$ cat config.mk
export PLATFORM = sky130hd
export DESIGN_NAME = qrs_queue
export DESIGN_NICKNAME = d
export VERILOG_FILES = /design/src/hw/rtl/qrs_pkg.sv /design/src/hw/rtl/qrs_queue.sv
export SDC_FILE = /design/constraint.sdc
export NUM_CORES = 1
export LEC_CHECK = 0
export CAP_MARGIN = 20
export CORE_ASPECT_RATIO = 0.75
export CORE_MARGIN = 2
export CORE_UTILIZATION = 30
export DETAILED_ROUTE_END_ITERATION = 8
export DONT_BUFFER_PORTS = 1
export HOLD_SLACK_MARGIN = 0.08
export PLACE_DENSITY = 0.52
export SYNTH_ARGS = -nofsm -noshare
export SYNTH_HDL_FRONTEND = slang
export SYNTH_SLANG_ARGS = --single-unit
$ cat constraint.sdc
create_clock -name i_clk -period 4 [get_ports i_clk]
set_clock_uncertainty 0.15 [all_clocks]
set_input_delay 0.4 -clock i_clk [delete_from_list [all_inputs] [get_ports i_clk]]
set_output_delay 0.4 -clock i_clk [all_outputs]
set_load 0.01 [all_outputs]
$ cat src/hw/rtl/qrs_pkg.sv
// ----------------------------------------------------------------------------
// qrs_pkg
// Shared types and constants of the quadratic root solver.
// ----------------------------------------------------------------------------
package qrs_pkg;

    localparam int COEF_W      = 16;
    localparam int DISC_W      = 34;
    localparam int ROOT_W      = 32;
    localparam int SQRT_STEPS  = 32;
    localparam int RAD_W       = 2 * SQRT_STEPS;
    localparam int SREM_W      = 35;
    localparam int MAG_W       = 33;
    localparam int DIV_STEPS   = MAG_W;
    localparam int QUEUE_DEPTH = 4;
    localparam int QPTR_W      = $clog2(QUEUE_DEPTH);
    localparam int QCNT_W      = $clog2(QUEUE_DEPTH + 1);

    typedef enum logic [2:0] {
        ST_LINEAR = 3'd0,
        ST_NONE   = 3'd1,
        ST_DOUBLE = 3'd2,
        ST_TWO    = 3'd3,
        ST_DEGEN  = 3'd4
    } t_status;

    // sqrt pipeline payload
    typedef struct packed {
        t_status                    status;
        logic signed [DISC_W-1:0]   disc;
        logic signed [COEF_W-1:0]   a;
        logic signed [COEF_W-1:0]   b;
        logic signed [COEF_W-1:0]   c;
        logic [RAD_W-1:0]           x;
        logic [SREM_W-1:0]          rem;
        logic [SQRT_STEPS-1:0]      root;
    } t_sq;

    // queued word: both divisions, as magnitudes and signs
    typedef struct packed {
        t_status                    status;
        logic signed [DISC_W-1:0]   disc;
        logic [COEF_W-1:0]          dv;
        logic                       neg_p;
        logic                       neg_m;
        logic [MAG_W-1:0]           num_p;
        logic [MAG_W-1:0]           num_m;
    } t_job;

    // divider pipeline payload
    typedef struct packed {
        t_status                    status;
        logic signed [DISC_W-1:0]   disc;
        logic [COEF_W-1:0]          dv;
        logic                       neg_p;
        logic                       neg_m;
        logic [MAG_W-1:0]           dp;
        logic [MAG_W-1:0]           dm;
        logic [COEF_W-1:0]          rp;
        logic [COEF_W-1:0]          rm;
    } t_div;

endpackage

$ cat src/hw/rtl/qrs_queue.sv
// ----------------------------------------------------------------------------
// qrs_queue
// Small FIFO of division jobs between the front and back pipelines.
// ----------------------------------------------------------------------------
module qrs_queue import qrs_pkg::*; (
    input  logic    i_clk,
    input  logic    i_rst_n,
    input  logic    i_push,
    input  t_job    i_job,
    input  logic    i_pop,
    output logic    o_full,
    output logic    o_valid,
    output t_job    o_job
);

    t_job               r_mem [QUEUE_DEPTH];
    logic [QPTR_W-1:0]  r_wp, r_rp;
    logic [QCNT_W-1:0]  r_cnt;

    always_ff @(posedge i_clk) begin
        if (!i_rst_n) begin
            r_wp  <= '0;
            r_rp  <= '0;
            r_cnt <= '0;
        end else begin
            if (i_push) begin
                r_wp <= r_wp + 1'b1;
            end
            if (i_pop) begin
                r_rp <= r_rp + 1'b1;
            end
            r_cnt <= r_cnt + QCNT_W'(i_push) - QCNT_W'(i_pop);
        end
    end

    always_ff @(posedge i_clk) begin
        if (i_push) begin
            r_mem[r_wp] <= i_job;
        end
    end

    assign o_full  = (r_cnt == QCNT_W'(QUEUE_DEPTH));
    assign o_valid = (r_cnt != '0);
    assign o_job   = r_mem[r_rp];

endmodule

==> results.json, run 1 <==
{
  "status": "completed",
  "crit_path_end_kind": "output port",
  "core_area_sq_um": 59200,
  "crit_required_ps": 3450,
  "p_int_w": 0.00911,
  "gp_congestion": 0.685,
  "firstDrtPassIters": 4,
  "area.growth.synth_to_final_pct": 21.6,
  "cts_buffers": 50,
  "p_total_w": 0.0117,
  "ioPinCount": 248,
  "arrival_ps": 2480,
  "overflow": 0,
  "initial_utilization_pct": 30.4,
  "yosysUniqueCellTypes": 22,
  "power_density_nw_per_um2": 533,
  "max_freq_mhz": 330,
  "final_cell_mix": "484 x edfxtp_1, 124 x dlygate4sd3_1, 121 x mux4_2",
  "drc_errors": 0,
  "syn_avg_cell_area_sq_um": 26.7,
  "ir_drop_mv": 0.391,
  "yosysWarningCount": 0,
  "p_leak_nw": 6.80,
  "layout_setup_ws_ps": 967,
  "hold_viol": 0,
  "row_count": 77,
  "syn_area_sq_um": 18000,
  "max_cap_violations": 0,
  "criticalPathCategory": "reg2out",
  "grt_pass1_wl_mm": 53.8,
  "fillCellCount": 5372,
  "grt_pass1_vias": 8313,
  "drive_above_1_share_pct": 25.3,
  "postSynthCellCount": 675,
  "root_buffer": "clkbuf_16",
  "p_sw_w": 0.00255,
  "cts.htree.levels": 2,
  "clkTransAtPathRegs_ps": 60,
  "mappedNetlistNets": 807,
  "share_comb_of_total_power_pct": 8.3,
  "cp-start-kind": "register",
  "drv_slew": 0,
  "num_vias": 7625,
  "clock_latency_ps": 560,
  "antenna_found_initial": 4,
  "wire_per_inst_um": 21.5,
  "ys_seq_elements": 493,
  "grt_max_degree": 108,
  "layout_commonest_cell": "edfxtp_1",
  "min_path_type": "in2reg",
  "wirelength_mm": 36.1,
  "clkPwrFrac_pct": 40.1,
  "crit_path_max_fanout": 36,
  "clockBufferDepth": 3,
  "setup_violations": 0,
  "ff2ff_setup_slack_ps": 1790,
  "cts.sinks": 493,
  "seq_power_share_pct": 51.6,
  "ant_nets": 0,
  "period_share_pct": 75.8,
  "setup-tns-final_ps": 0,
  "dpl_worst_slack_ps": 1430,
  "port_buffers": 0,
  "fin_crit_ps": 3030,
  "relSlewSlack_pct": 43.7,
  "p_sw_share_pct": 21.9,
  "nets": 978,
  "rsz0062_at_grt": "false",
  "fp.dieH_um": 216,
  "viasPerCell": 4.54,
  "die_area_sq_um": 62000,
  "tightestPinTransition_ps": 844,
  "dr.first_iter.drc_count": 526,
  "chipWidth_um": 287,
  "post_cts_buffers": 0,
  "cts_tree": "built",
  "track_usage_pct": 11.5,
  "yosysSeqAreaShare_pct": 81.8,
  "dp_hpwl_mm": 20.8
}
worst paths after layout:
check                       startpoint                endpoint  cells after the start
setup / recovery              register              o_job[115]                      2
hold / removal                  i_push   r_mem[3][3]$_DFFE_PP_                      1
setup reg to reg  r_wp[0]$_SDFFE_PN0P_  r_mem[0][28]$_DFFE_PP_                      4
hold reg to reg   r_rp[0]$_SDFFE_PN0P_                register                      2
synth_stat cells, drive strengths merged:
| library cell | count | area, sq um |
|---|---|---|
| mux2i | 1 | 10.0 |
| buf | 26 | 290 |
| mux4 | 121 | 2730 |
| ha | 6 | 75.1 |
| a21bo | 1 | 10.0 |
| nand3b | 1 | 7.51 |
| dfxtp | 9 | 180 |
| xnor2 | 2 | 17.5 |
| nor2 | 5 | 18.8 |
| and3 | 1 | 6.26 |
| edfxtp | 484 | 14500 |
| and2 | 6 | 37.5 |
| a21oi | 1 | 5.00 |
| fa | 1 | 20.0 |
| inv | 7 | 26.3 |
| or3 | 1 | 6.26 |
| xor3 | 1 | 23.8 |
| clkbuf | 1 | 3.75 |
cell type report:
class                           count  area, sq um  share of cell area, %
Antenna cell                        4         10.0                 0.0457
Clock buffer                       63         1360                   6.23
Clock inverter                     30          294                   1.34
Inverter                            7         26.3                  0.120
Multi-Input combinational cell    148         2970                   13.6
Sequential cell                   493        14700                   67.3
Tap cell                          790          988                   4.52
Timing Repair Buffer              146         1510                   6.88
cells by family (layout without fill, tap and decap cells):
| family | count (synthesis) | after routing | synth area share [%] |
|---|---|---|---|
| flip-flops | 493 | 493 | 81.8 |
| multiplexers | 122 | 122 | 15.2 |
| buffers and inverters | 34 | 246 | 1.78 |
| AND/OR/NAND/NOR | 14 | 14 | 0.424 |
| adder cells (fa/ha/maj) | 7 | 7 | 0.528 |
| XOR/XNOR | 3 | 3 | 0.229 |
| AO/OA/AOI/OAI | 2 | 2 | 0.0834 |
| other | 0 | 4 | 0 |
registers in the layout, indices dropped and copies added (netlist names), named ones only:
register and count:
r_mem 484, r_wp 2, r_rp 2, r_cnt 3
through the flow:
stage	hold slack [ps]	cell area, sq um	instances	util [%]
floorplan	349	18000	675	-
global placement	349	19000	1460	32.1
detailed placement	349	19000	1460	32.1
CTS	125	21900	1677	37.0
global route	153	21900	1679	37.0
finish	169	21900	1681	37.0
timing repair:
action,CTS,global route
gates resized for setup,0,0
endpoints found under the hold margin,507,0
hold buffers,124,0
worst max-delay path, cell delays in order, from the launching register on:
cell and delay [ps]:
dfxtp_4 900, buf_4 400, mux4_2 590
layer usage:
layer / vias up / GRT usage, % / routed length, um
li1: 3275 / - / -
met1: 4059 / 15.6 / 16000
met3: 54 / 4.27 / 3010
met5: - / 0 / 24
met4: 4 / 3.04 / 621
met2: 233 / 17.6 / 16400
power by group through the flow:
stage	registers [W]	clock network, W	logic, W
floorplan	0.00611	0	0.000674
global placement	0.00614	0	0.000840
detailed placement	0.00614	0	0.000844
CTS	0.00603	0.00483	0.000998
global route	0.00605	0.00503	0.00105
finish	0.00602	0.00467	0.000967
No activity file was read; power rests on OpenSTA's default activity.
==> run 2, diff against run 1 <==
--- a/config.mk
+++ b/config.mk
@@ -12,7 +12,7 @@
 export DETAILED_ROUTE_END_ITERATION = 8
 export DONT_BUFFER_PORTS = 1
 export HOLD_SLACK_MARGIN = 0.08
-export PLACE_DENSITY = 0.52
+export PLACE_DENSITY = 0.51
 export SYNTH_ARGS = -nofsm -noshare
 export SYNTH_HDL_FRONTEND = slang
 export SYNTH_SLANG_ARGS = --single-unit
==> constraint.sdc (replaced) <==
create_clock -name i_clk -period 3.13 [get_ports i_clk]
set_clock_uncertainty 0.15 [all_clocks]
set_input_delay 0.313 -clock i_clk [delete_from_list [all_inputs] [get_ports i_clk]]
set_output_delay 0.313 -clock i_clk [all_outputs]
set_load 0.01 [all_outputs]
==> run 2 against run 1 <==
Net effect:
- core utilization up 0.49 points
- global-route usage up 0.11 points
- non-clock buffer count up 19
- via count about the same
- worst hold slack worse by 43 ps
- setup slack worse by 590 ps
- critical endpoint is now o_job[94]
- cell area up 1.3%
- combinational power up 35%
- wire length up 0.22%
- sequential power up 28%
- largest cell class unchanged
==> results.json, run 2 (same netlist as run 1, synthesis figures left out) <==
{
  "root_buffer": "clkbuf_16",
  "crit_path_end_kind": "output port",
  "grt_max_degree": 68,
  "num_vias": 7626,
  "cts_tree": "built",
  "ant_nets": 0,
  "postPlaceCellArea_sq_um": 19200,
  "layout_commonest_cell": "edfxtp_1",
  "p_int_w": 0.0119,
  "cp-start-kind": "register",
  "cts_buffers": 50,
  "cts.sinks": 493,
  "antenna_found_initial": 3,
  "grt_pass1_vias": 8206,
  "layout_setup_ws_ps": 378,
  "dp_hpwl_mm": 21.7,
  "hold_viol": 0,
  "grt_pass1_wl_mm": 53.5,
  "area.growth.synth_to_final_pct": 23.2,
  "ir_drop_mv": 0.488,
  "row_count": 77,
  "power_density_nw_per_um2": 682,
  "max_freq_mhz": 363,
  "gp_congestion": 0.678,
  "p_leak_nw": 6.94,
  "drc_errors": 0,
  "largest_reg_flops": 484,
  "wire_per_inst_um": 21.4,
  "period_share_pct": 87.9,
  "firstDrtPassIters": 6,
  "rsz0062_at_grt": "false",
  "ff2ff_setup_slack_ps": 860,
  "p_total_w": 0.0151,
  "arrival_ps": 2290,
  "nets": 997,
  "drv_slew": 0,
  "relSlewSlack_pct": 54.2,
  "dr.first_iter.drc_count": 450,
  "dpl_worst_slack_ps": 895,
  "fillCellCount": 5355,
  "holdCritStartpoint": "i_push",
  "final_cell_mix": "484 x edfxtp_1, 126 x dlygate4sd3_1, 121 x mux4_2",
  "p_sw_share_pct": 21.3,
  "criticalPathCategory": "reg2out",
  "ioPinCount": 248,
  "max_cap_violations": 0,
  "min_path_type": "in2reg",
  "viasPerCell": 4.51,
  "chipWidth_um": 287,
  "clkPwrFrac_pct": 40.5,
  "setup_violations": 0,
  "fin_crit_ps": 2750,
  "status": "completed",
  "tightestPinTransition_ps": 687,
  "cts-resized-gates": 0,
  "clkTransAtPathRegs_ps": 60,
  "track_usage_pct": 11.7,
  "port_buffers": 0,
  "drive_above_1_share_pct": 26.6,
  "reg_top3": "r_mem (484), r_cnt (3)",
  "overflow": 0,
  "regMostFlops": "r_mem",
  "p_sw_w": 0.00322,
  "clockBufferDepth": 3,
  "initial_utilization_pct": 30.4,
  "cts.htree.levels": 2,
  "seq_power_share_pct": 50.8,
  "setup-tns-final_ps": 0,
  "die_area_sq_um": 62000,
  "crit_required_ps": 2670,
  "share_comb_of_total_power_pct": 8.7,
  "fp.dieH_um": 216,
  "design_area_sq_um": 22200,
  "r2r-start": "r_cnt[0]$_SDFF_PN0_",
  "wirelength_mm": 36.2,
  "core_area_sq_um": 59200,
  "crit_path_max_fanout": 26,
  "clock_latency_ps": 570
}
## run 2: cell types whose count changed in the layout (fill, tap and decap cells not counted)
cell           before  now
buf_12              8   17
buf_4              14   22
clkbuf_1           10    6
bufinv_16           5    8
clkinv_4            3    0
diode_2             4    2
dlygate4sd3_1     124  126
clkinv_2            8    7
inv_8               1    0
## run 2: final timing paths
kind	end	depth (start not counted)
setup / recovery	o_job[94]	2
hold reg to reg	register	2
setup reg to reg	r_cnt[1]$_SDFF_PN0_	7
hold / removal	r_mem[1][80]$_DFFE_PP_	2
## run 2: repair_timing
item	CTS	global route
setup buffers	0	0
setup endpoints to repair	0	0
hold endpoints to repair	508	0
hold buffers	126	0
## run 2: power by group through the flow
stage,sequential [W],clock [W],combinational (W)
after detailed placement,0.00783,0,0.00115
final,0.00768,0.00612,0.00131
after CTS,0.00769,0.00633,0.00136
after floorplan,0.00779,0,0.000862
after global placement,0.00782,0,0.00114
after global routing,0.00771,0.00660,0.00142
## run 2: metrics by stage
step                hold slack [ps]  std cells  utilization, %
floorplan                       262        675               -
global placement                262       1477            32.5
detailed placement              262       1477            32.5
CTS                             121       1690            37.5
global route                    132       1692            37.5
finish                          126       1692            37.5
## run 2: layout make-up
class                           count  area, sq um  share of cell area (%)
Antenna cell                        2         5.00                  0.0226
Clock buffer                       59         1350                    6.08
Clock inverter                     28          342                    1.54
Inverter                            7         26.3                   0.119
Multi-Input combinational cell    148         2970                    13.4
Sequential cell                   493        14700                    66.4
Tap cell                          790          988                    4.46
Timing Repair Buffer              165         1770                    7.97
## run 2: layer usage
| metal | part of all wire [%] | GRT usage (%) |
|---|---|---|
| met1 | 44 | 15.9 |
| met2 | 46 | 17.8 |
| met3 | 7.9 | 3.94 |
| met4 | 1.9 | 3.26 |
| met5 | 0.033 | 0 |
## run 2: worst max-delay path, stage by stage (launching register included)
cell     delay, ps
dfxtp_4        760
buf_12         290
mux4_2         620
